**config.mk**
```make
export PLATFORM = sky130hd
export DESIGN_NAME = fixed_priority_scheduler_mk_monitor
export DESIGN_NICKNAME = d
export VERILOG_FILES = /design/src/sv/fpsm_pkg.sv /design/src/sv/fpsm_cell.sv /design/src/sv/fpsm_monitor.sv /design/src/sv/fixed_priority_scheduler_mk_monitor.sv
export SDC_FILE = /design/constraint.sdc
export NUM_CORES = 2
export LEC_CHECK = 0
export CAP_MARGIN = 5
export CELL_PAD_IN_SITES_DETAIL_PLACEMENT = 0
export CELL_PAD_IN_SITES_GLOBAL_PLACEMENT = 2
export CORE_UTILIZATION = 35
export CTS_BUF_LIST = sky130_fd_sc_hd__clkbuf_8
export CTS_CLUSTER_DIAMETER = 60
export DETAILED_ROUTE_END_ITERATION = 10
export DONT_BUFFER_PORTS = 1
export PLACE_DENSITY = 0.77
export SLEW_MARGIN = 5
export SYNTH_ARGS = -nofsm -noshare
export SYNTH_HDL_FRONTEND = slang
export SYNTH_HIERARCHICAL = 1
export SYNTH_SLANG_ARGS = --single-unit
```
**constraint.sdc**
```tcl
create_clock -name clk -period 11.8 [get_ports clk]
set_input_delay 1.77 -clock clk [delete_from_list [all_inputs] [get_ports clk]]
set_output_delay 1.77 -clock clk [all_outputs]
set_load 0.005 [all_outputs]
```
**src/sv/fpsm_pkg.sv**
```systemverilog
// ----------------------------------------------------------------------------
// fpsm_pkg: shared definitions for the fixed-priority scheduler with monitor
// Sizes, field widths and the control structures exchanged between the
// top level, the task cells and the deadline-miss monitor.
// ----------------------------------------------------------------------------
package fpsm_pkg;

    localparam int TASK_SLOTS = 8;
    localparam int WINDOW_LEN = 8;

    localparam int SLOT_W   = (TASK_SLOTS > 1) ? $clog2(TASK_SLOTS) : 1;
    localparam int POS_W    = (WINDOW_LEN > 1) ? $clog2(WINDOW_LEN) : 1;
    localparam int CMP_W    = 6;
    localparam int TIME_W   = 32;
    localparam int SHORT_W  = 16;
    localparam int COUNT_W  = 7;
    localparam int RUN_W    = 4;
    localparam int TIDX_W   = 3;
    localparam int CFG_W    = 32;
    localparam int CFGIDX_W = 2;

    localparam logic [RUN_W-1:0] IDLE_CODE = RUN_W'(8);

    typedef enum logic {
        OP_LOAD = 1'b0,
        OP_TICK = 1'b1
    } op_t;

    typedef enum logic [CFGIDX_W-1:0] {
        REG_MONITORED  = 2'd0,
        REG_MISS_LIMIT = 2'd1,
        REG_TIME_LIMIT = 2'd2
    } cfg_reg_t;

    // Per-cell control from the top level.
    typedef struct packed {
        logic load;     // this slot is written by the current request
        logic tick;     // a tick is being executed this cycle
        logic advance;  // a finishing job may move on to its next period
    } cell_ctrl_t;

    // Per-cell status back to the top level.
    typedef struct packed {
        logic grant;    // this cell takes the time unit
        logic finish;   // the granted job completes on this tick
    } cell_stat_t;

    // Monitor results for the current request.
    typedef struct packed {
        logic [COUNT_W-1:0] count_next;
        logic               violation_now;
        logic               violation_next;
    } mon_stat_t;

endpackage

```
**src/sv/fpsm_cell.sv**
```systemverilog
// ----------------------------------------------------------------------------
// fpsm_cell: one task slot of the scheduler row
// Holds the slot's period, job length, release, deadline and remaining work,
// and passes the priority claim on to the next, lower-priority cell.
// ----------------------------------------------------------------------------
module fpsm_cell (
    input  logic                            clk,
    input  logic                            rst_n,
    input  fpsm_pkg::cell_ctrl_t            ctrl,
    input  logic [fpsm_pkg::SHORT_W-1:0]    ld_period,
    input  logic [fpsm_pkg::SHORT_W-1:0]    ld_wcet,
    input  logic [fpsm_pkg::TIME_W-1:0]     ld_release,
    input  logic [fpsm_pkg::TIME_W-1:0]     ld_deadline,
    input  logic [fpsm_pkg::TIME_W-1:0]     current_time,
    input  logic                            taken_in,
    output logic                            taken_out,
    output fpsm_pkg::cell_stat_t            stat,
    output logic [fpsm_pkg::TIME_W-1:0]     deadline
);

    logic [fpsm_pkg::TIME_W-1:0]  release_reg;
    logic [fpsm_pkg::TIME_W-1:0]  deadline_reg;
    logic [fpsm_pkg::SHORT_W-1:0] period_reg;
    logic [fpsm_pkg::SHORT_W-1:0] length_reg;
    logic [fpsm_pkg::SHORT_W-1:0] work_reg;
    logic [fpsm_pkg::SHORT_W-1:0] work_next;
    logic                         eligible;
    logic                         roll;

    assign eligible    = (work_reg != '0) && (release_reg <= current_time);
    assign stat.grant  = eligible && !taken_in;
    assign stat.finish = stat.grant && (work_reg == fpsm_pkg::SHORT_W'(1));
    assign taken_out   = taken_in || eligible;
    assign deadline    = deadline_reg;

    // The job rolls over to its next period unless the monitor halts the block.
    assign roll = ctrl.tick && stat.finish && ctrl.advance;

    always_comb
    begin
        work_next = work_reg;
        if (ctrl.load)
        begin
            work_next = ld_wcet;
        end
        else if (ctrl.tick && stat.grant)
        begin
            work_next = roll ? length_reg : work_reg - fpsm_pkg::SHORT_W'(1);
        end
    end

    always_ff @(posedge clk or negedge rst_n)
    begin
        if (!rst_n)
        begin
            work_reg <= '0;
        end
        else
        begin
            work_reg <= work_next;
        end
    end

    always_ff @(posedge clk)
    begin
        if (ctrl.load)
        begin
            period_reg   <= ld_period;
            length_reg   <= ld_wcet;
            release_reg  <= ld_release;
            deadline_reg <= ld_deadline;
        end
        else if (roll)
        begin
            release_reg  <= release_reg + fpsm_pkg::TIME_W'(period_reg);
            deadline_reg <= deadline_reg + fpsm_pkg::TIME_W'(period_reg);
        end
    end

endmodule

```
**src/sv/fpsm_monitor.sv**
```systemverilog
// ----------------------------------------------------------------------------
// fpsm_monitor: (m,k)-firm deadline-miss window
// Circular window of miss bits for the monitored task, a running miss count
// and the sticky violation flag.
// ----------------------------------------------------------------------------
module fpsm_monitor (
    input  logic                            clk,
    input  logic                            rst_n,
    input  logic                            record,
    input  logic                            missed,
    input  logic [fpsm_pkg::COUNT_W-1:0]    miss_limit,
    output fpsm_pkg::mon_stat_t             stat
);

    logic [fpsm_pkg::WINDOW_LEN-1:0] window_reg;
    logic [fpsm_pkg::WINDOW_LEN-1:0] window_next;
    logic [fpsm_pkg::POS_W-1:0]      pos_reg;
    logic [fpsm_pkg::POS_W-1:0]      pos_next;
    logic [fpsm_pkg::COUNT_W-1:0]    count_reg;
    logic                            violation_reg;
    logic                            old_bit;

    assign old_bit = window_reg[pos_reg];

    // The count tracks the window incrementally: the overwritten entry leaves,
    // the new outcome enters.
    always_comb
    begin
        window_next     = window_reg;
        pos_next        = pos_reg;
        stat.count_next = count_reg;
        if (record)
        begin
            window_next[pos_reg] = missed;
            stat.count_next = count_reg - fpsm_pkg::COUNT_W'(old_bit)
                              + fpsm_pkg::COUNT_W'(missed);
        end
        stat.violation_now  = record && (stat.count_next > miss_limit);
        stat.violation_next = violation_reg || stat.violation_now;
        if (record && !stat.violation_now)
        begin
            pos_next = (pos_reg == fpsm_pkg::POS_W'(fpsm_pkg::WINDOW_LEN - 1))
                       ? '0 : pos_reg + fpsm_pkg::POS_W'(1);
        end
    end

    always_ff @(posedge clk or negedge rst_n)
    begin
        if (!rst_n)
        begin
            window_reg    <= '0;
            pos_reg       <= '0;
            count_reg     <= '0;
            violation_reg <= 1'b0;
        end
        else
        begin
            window_reg    <= window_next;
            pos_reg       <= pos_next;
            count_reg     <= stat.count_next;
            violation_reg <= stat.violation_next;
        end
    end

endmodule

```
**src/sv/fixed_priority_scheduler_mk_monitor.sv**
```systemverilog
// ----------------------------------------------------------------------------
// fixed_priority_scheduler_mk_monitor: periodic task scheduler with monitor
// Fixed-priority preemptive scheduler over a row of task cells, with an
// (m,k)-firm deadline-miss check on one selected task.
// ----------------------------------------------------------------------------
// Every request (a task load or a scheduling tick) yields its response in the
// following cycle through an output register; a new request is taken each
// cycle while the response side keeps up. The cycle is set by the priority
// claim rippling through the row of task cells, followed by the deadline
// compare and the miss-count update of the granted job. Loads are taken at
// any time, also after the block has halted.
module fixed_priority_scheduler_mk_monitor (
    input  logic                            clk,
    input  logic                            rst_n,
    input  logic                            cfg_we,
    input  logic [fpsm_pkg::CFGIDX_W-1:0]   cfg_index,
    input  logic [fpsm_pkg::CFG_W-1:0]      cfg_data,
    input  logic                            req_valid,
    output logic                            req_ready,
    input  logic                            operation,
    input  logic [fpsm_pkg::TIDX_W-1:0]     task_index,
    input  logic [fpsm_pkg::SHORT_W-1:0]    task_period,
    input  logic [fpsm_pkg::SHORT_W-1:0]    task_wcet,
    input  logic [fpsm_pkg::TIME_W-1:0]     first_release,
    input  logic [fpsm_pkg::TIME_W-1:0]     first_deadline,
    output logic                            rsp_valid,
    input  logic                            rsp_ready,
    output logic [fpsm_pkg::RUN_W-1:0]      running_task,
    output logic                            job_completed,
    output logic                            deadline_missed,
    output logic [fpsm_pkg::COUNT_W-1:0]    miss_count,
    output logic                            violation,
    output logic                            halted
);

    localparam int N = fpsm_pkg::TASK_SLOTS;

    logic [fpsm_pkg::TIDX_W-1:0]  monitored_reg;
    logic [fpsm_pkg::COUNT_W-1:0] miss_limit_reg;
    logic [fpsm_pkg::TIME_W-1:0]  time_limit_reg;
    logic [fpsm_pkg::TIME_W-1:0]  time_reg;
    logic                         stopped_reg;
    logic                         stopped_next;

    logic                         rsp_valid_reg;
    logic [fpsm_pkg::RUN_W-1:0]   running_reg;
    logic                         completed_reg;
    logic                         missed_reg;
    logic [fpsm_pkg::COUNT_W-1:0] count_reg;
    logic                         violation_reg;
    logic                         halted_reg;

    logic                         accept;
    logic                         is_load;
    logic                         tick_fire;
    logic                         time_hit;
    logic                         tick_go;
    logic                         halt_now;

    logic [N:0]                   taken;
    fpsm_pkg::cell_ctrl_t         cell_ctrl [N];
    fpsm_pkg::cell_stat_t         cell_stat [N];
    logic [fpsm_pkg::TIME_W-1:0]  cell_deadline [N];

    logic [fpsm_pkg::SLOT_W-1:0]  grant_idx;
    logic [fpsm_pkg::TIME_W-1:0]  grant_deadline;
    logic                         grant_any;
    logic                         finish_any;
    logic                         mon_match;
    logic                         record;
    logic                         missed;
    fpsm_pkg::mon_stat_t          mon_stat;

    assign req_ready = !rsp_valid_reg || rsp_ready;
    assign accept    = req_valid && req_ready;
    assign is_load   = (fpsm_pkg::op_t'(operation) == fpsm_pkg::OP_LOAD);
    assign tick_fire = accept && !is_load && !stopped_reg;
    assign time_hit  = (time_reg >= time_limit_reg);
    assign tick_go   = tick_fire && !time_hit;
    assign halt_now  = mon_stat.violation_now;

    // Row of task cells; the lowest index holds the highest priority.
    assign taken[0] = 1'b0;

    genvar g;
    generate
        for (g = 0; g < N; g++)
        begin : g_cell
            assign cell_ctrl[g].load = accept && is_load
                && (fpsm_pkg::CMP_W'(task_index) == fpsm_pkg::CMP_W'(g));
            assign cell_ctrl[g].tick    = tick_go;
            assign cell_ctrl[g].advance = !halt_now;

            fpsm_cell u_cell (
                .clk          (clk),
                .rst_n        (rst_n),
                .ctrl         (cell_ctrl[g]),
                .ld_period    (task_period),
                .ld_wcet      (task_wcet),
                .ld_release   (first_release),
                .ld_deadline  (first_deadline),
                .current_time (time_reg),
                .taken_in     (taken[g]),
                .taken_out    (taken[g+1]),
                .stat         (cell_stat[g]),
                .deadline     (cell_deadline[g])
            );
        end
    endgenerate

    assign grant_any = taken[N];

    // At most one cell grants, so the index and deadline are simple OR merges.
    always_comb
    begin
        grant_idx      = '0;
        grant_deadline = '0;
        finish_any     = 1'b0;
        for (int i = 0; i < N; i++)
        begin
            if (cell_stat[i].grant)
            begin
                grant_idx      = grant_idx | fpsm_pkg::SLOT_W'(i);
                grant_deadline = grant_deadline | cell_deadline[i];
            end
            finish_any = finish_any | cell_stat[i].finish;
        end
    end

    assign mon_match = (fpsm_pkg::CMP_W'(monitored_reg) < fpsm_pkg::CMP_W'(N))
        && (fpsm_pkg::CMP_W'(grant_idx) == fpsm_pkg::CMP_W'(monitored_reg));
    assign record = tick_go && finish_any && mon_match;
    assign missed = record && (time_reg > grant_deadline);

    fpsm_monitor u_monitor (
        .clk        (clk),
        .rst_n      (rst_n),
        .record     (record),
        .missed     (missed),
        .miss_limit (miss_limit_reg),
        .stat       (mon_stat)
    );

    assign stopped_next = stopped_reg || (tick_fire && time_hit) || halt_now;

    always_ff @(posedge clk or negedge rst_n)
    begin
        if (!rst_n)
        begin
            monitored_reg  <= '0;
            miss_limit_reg <= fpsm_pkg::COUNT_W'(1);
            time_limit_reg <= '1;
            time_reg       <= '0;
            stopped_reg    <= 1'b0;
            rsp_valid_reg  <= 1'b0;
        end
        else
        begin
            if (cfg_we)
            begin
                case (fpsm_pkg::cfg_reg_t'(cfg_index))
                    fpsm_pkg::REG_MONITORED:
                        monitored_reg  <= cfg_data[fpsm_pkg::TIDX_W-1:0];
                    fpsm_pkg::REG_MISS_LIMIT:
                        miss_limit_reg <= cfg_data[fpsm_pkg::COUNT_W-1:0];
                    fpsm_pkg::REG_TIME_LIMIT:
                        time_limit_reg <= cfg_data[fpsm_pkg::TIME_W-1:0];
                    default:        ;
                endcase
            end
            if (tick_go && !halt_now)
            begin
                time_reg <= time_reg + fpsm_pkg::TIME_W'(1);
            end
            stopped_reg <= stopped_next;
            if (accept)
            begin
                rsp_valid_reg <= 1'b1;
            end
            else if (rsp_ready)
            begin
                rsp_valid_reg <= 1'b0;
            end
        end
    end

    always_ff @(posedge clk)
    begin
        if (accept)
        begin
            running_reg   <= (tick_go && grant_any)
                             ? fpsm_pkg::RUN_W'(grant_idx) : fpsm_pkg::IDLE_CODE;
            completed_reg <= tick_go && finish_any;
            missed_reg    <= missed;
            count_reg     <= mon_stat.count_next;
            violation_reg <= mon_stat.violation_next;
            halted_reg    <= stopped_next;
        end
    end

    assign rsp_valid       = rsp_valid_reg;
    assign running_task    = running_reg;
    assign job_completed   = completed_reg;
    assign deadline_missed = missed_reg;
    assign miss_count      = count_reg;
    assign violation       = violation_reg;
    assign halted          = halted_reg;

endmodule

```
==> results by group <==
Status
  – Status: finished with violations
  – Failing checks: design-rule violations

Global routing
  – Overall routing resource usage: 25.43%
  – Top Usage Layer GRT: met2
  – First-pass GRT wire length: between 300 and 400 mm
  – M2 GR Usage: between 30% and 40%
  – Vias in the first global route: 56640
  – Initial antenna violation count: 29
  – Met1 global-route usage: 37.61%
  – Grt ovf: 0
  – Met3 Use GR: around 4.4%
  – Largest net degree at the start of global routing: 224

Clock tree
  – Clock root buffer: clkbuf_8
  – CTS clk-pin slew, worst paths: 0.06 ns
  – CTS Buf Count: 196
  – Hold buffers post-CTS: 0
  – Max clock buf depth: 3
  – Sink Count: 1006
  – CTS tree: yes
  – Worst-Skew Late Latency: 1.02 ns
  – CTS H-tree depth: 4

Final layout
  – Area delta synth->final: 11.03%
  – Fill count: 19670
  – Final std cells w/o fill: 10280
  – Final nets: 8228
  – Fin util: between 30% and 40%
  – Share of layout cells above drive strength 1: between 10% and 20%

STA
  – RSZ-0062 raised after global routing: no
  – Clock Skews: between 0.08 and 0.09 ns
  – Max Fclk: 89.17 MHz
  – Slew @ Worst Pin: 1.199 ns
  – Min Clock Period, post-route: between 10 and 15 ns
  – Final setup viols: 0
  – Final hold vios: 0
  – Worst hold margin: 0.4944 ns
  – Slew HR: about a fifth
  – Final setup margin: 0.5859 ns
  – Slew Viols, Final: 0
  – Tcrit/Tclk final: 95.03%

Floorplanning
  – Core area: between 200000 and 250000 sq um
  – Num ports: 156
  – Initial Utilization: 35.30%
  – Cell Rows: about 160
  – Die Y: approximately 450 um
  – Die Wd: roughly 450 um
  – Die area: ~200000 sq um

Critical path
  – Critical path's slowest cell: dfrtp_2
  – CP dominant cell by count: nand2b_1
  – CP Class: flip-flop to flip-flop
  – CP max FO: 37
  – Crit Reg-Reg Startpoint: time_reg[15]
  – Worst r2r path cells: 45
  – Crit end category: flip-flop
  – Worst reg2reg endpoint: g_cell[7].u_cell/release_reg[1]
  – Flop-to-flop setup slack: 0.59 ns
  – Startpoint types: flip-flop
  – Critical path required time: 12.42 ns
  – WP data arrival: 11.84 ns
  – Max incr delay on CP: between 0.5 and 0.6 ns

Yosys
  – Yosys reg bits: a little over 1000
  – Sequential share of the synthesized area: 41.25%
  – Async SR Flop Fraction: 22.17%
  – Cell taking the most area after synthesis: edfxtp_1
  – Yosys top cell area share: 33.29%
  – Synth top area cells: edfxtp_1 33%, ha_1 11%, dfrtp_1 6.7%
  – Syn Inst Count: about 7400
  – Number of flops mapped to enable cells by yosys: between 700 and 800
  – Avg Inst Size Synth: 9.588 sq um
  – Mapped cell area: just over 70000 sq um
  – Distinct cell type count after synthesis: 119
  – Top_reg_cell synth: edfxtp_1
  – Yosys warnings: 6

Power and ir drop
  – Power Dens Cells: approximately 110 nW/um^2
  – Max VDD drop: 0.0001156 V
  – Pleak: 0.02934 uW

Detailed routing
  – Wire per inst: 25.79 um
  – Antenna Nets Post-Route: 0
  – DR iter-0 viols: 6463
  – DRT Pass-1 Iters: 9
  – Vias: between 50000 and 60000
  – Drt via density: roughly 5.8
  – Final WL: 265.1 mm
  – Drt drc: 30

Placed design
  – Post-DP HPWL: ~200 mm
  – Place WS: -0.3683 ns
  – Buffers on Ports: 0
  – GPL Wtd Cong: 0.9377
  – Dpl cells: between 9000 and 10000

Worst hold path
  – Hold crit path type: input pin to asynchronous set/reset pin

Run
  – Max cap viols: 0
## worst max-delay path by stage
stage / startpoint / to / slack, ns
2_1_floorplan: time_reg[23] / g_cell[0].u_cell/deadline[0] / 1.63
3_3_place_gp: time_reg[15] / g_cell[6].u_cell/work_reg[8] / -0.39
3_5_place_dp: time_reg[15] / g_cell[6].u_cell/work_reg[8] / -0.37
4_1_cts: time_reg[15] / g_cell[7].u_cell/release_reg[1] / 0.02
5_1_grt: time_reg[23] / g_cell[6].u_cell/work_reg[8] / 0.08
6_report: time_reg[15] / g_cell[7].u_cell/release_reg[1] / 0.59
## through the flow
step	total power [uW]	TNS [ns]	cell area (sq um)
after floorplan	5067	0	70640
after global placement	5416	-97.49	74440
after detailed placement	5441	-100.38	74440
after CTS	9075	0	78360
after global routing	9381	0	78400
final	8993	0	78420
## cell usage after synthesis, drive strengths merged (17+ instances only)
cell type / number
clkbuf: 193
or3: 42
a31oi: 37
mux2i: 62
nand2b: 92
o221ai: 30
nand4: 112
a211oi: 88
nor4: 80
a311oi: 22
a22oi: 183
o21bai: 37
a21o: 99
o211ai: 40
o31a: 23
o2111ai: 38
ha: 617
o21ai: 651
o22ai: 18
buf: 85
nor3b: 21
nand3: 160
nand3b: 20
o21a: 33
or2: 37
inv: 523
dfrtp: 190
xnor2: 192
edfxtp: 783
a221oi: 34
and4: 62
a221o: 22
nor2b: 94
mux2: 99
and2: 54
dfstp: 33
fa: 17
xor2: 252
nand2: 934
nor3: 161
nor2: 335
and3: 96
a21oi: 446
o31ai: 61
a21boi: 20
## placed cells by master, fill, tap and decap left out, types with 31 or more instances in the layout
cell type	count
nor2b_1	90
nand4_1	112
or3_1	36
buf_4	141
o21bai_1	37
dfstp_2	33
xnor2_1	192
and2_1	50
nand2_1	933
and3_1	96
o31ai_1	53
xor2_1	252
a21oi_1	438
o21ai_1	39
clkbuf_8	222
mux2_2	95
o211ai_1	40
o21a_1	33
o2111ai_1	36
a22oi_1	183
a221oi_1	31
nand3_1	152
a211oi_1	84
nor2_1	321
clkinv_2	32
nand2b_1	90
a21o_1	92
dfrtp_1	187
nor3_1	154
edfxtp_1	783
and4_1	56
mux2i_1	62
ha_1	617
nor4_1	66
a31oi_1	36
o21ai_0	605
inv_1	581
## kinds of logic (layout without fill, tap and decap cells)
family          count (synthesis)  count (layout)  synth area share [%]
compound gates               1977            1977                 18.15
xor+xnor                      444             444                 5.506
fa+ha+maj                     634             634                 11.41
buf+inv                       801            1050                 4.571
flops                        1006            1006                 41.25
mux                           163             163                 2.532
other cells                     1              12              0.005310
simple gates                 2340            2340                 16.58
## critical path, delay by kind of cell, from the launching register on
family                   cells  cell delay, ns
AND/OR/NAND/NOR             17            3.71
flip-flops                   1            0.53
AO/OA/AOI/OAI               14            3.05
adder cells (fa/ha/maj)      5            1.60
buffers and inverters        8            1.60
XOR/XNOR                     1            0.22
## timing repair
action,in CTS,in global routing
gates resized for setup,1,8
pin swaps,0,1
setup buffers,0,1
setup endpoints to repair,563,543
## power breakdown
| part | switching, uW | internal [uW] |
|---|---|---|
| combinational | 677 | 479 |
| sequential | 215 | 4010 |
| clock | 1720 | 1880 |
| total | 2620 | 6380 |
## metal layers
layer / wire, um / up-vias
met4: 6285 / 4
met5: 16 / -
li1: - / 27360
met3: 23250 / 351
met1: 122300 / 29480
met2: 113300 / 2430
## layout make-up
cell class | count | area, sq um | share of cell area, %
multi-input combinational | 5561 | 38480 | 49.07
tap | 2656 | 3323 | 4.238
sequential | 1006 | 29140 | 37.16
clock buffer | 222 | 3055 | 3.896
timing repair buffer | 167 | 1570 | 2.002
inverter | 523 | 1963 | 2.503
clock inverter | 138 | 862.1 | 1.099
antenna | 9 | 22.52 | 0.02872
(Power assumes the default switching activity.)
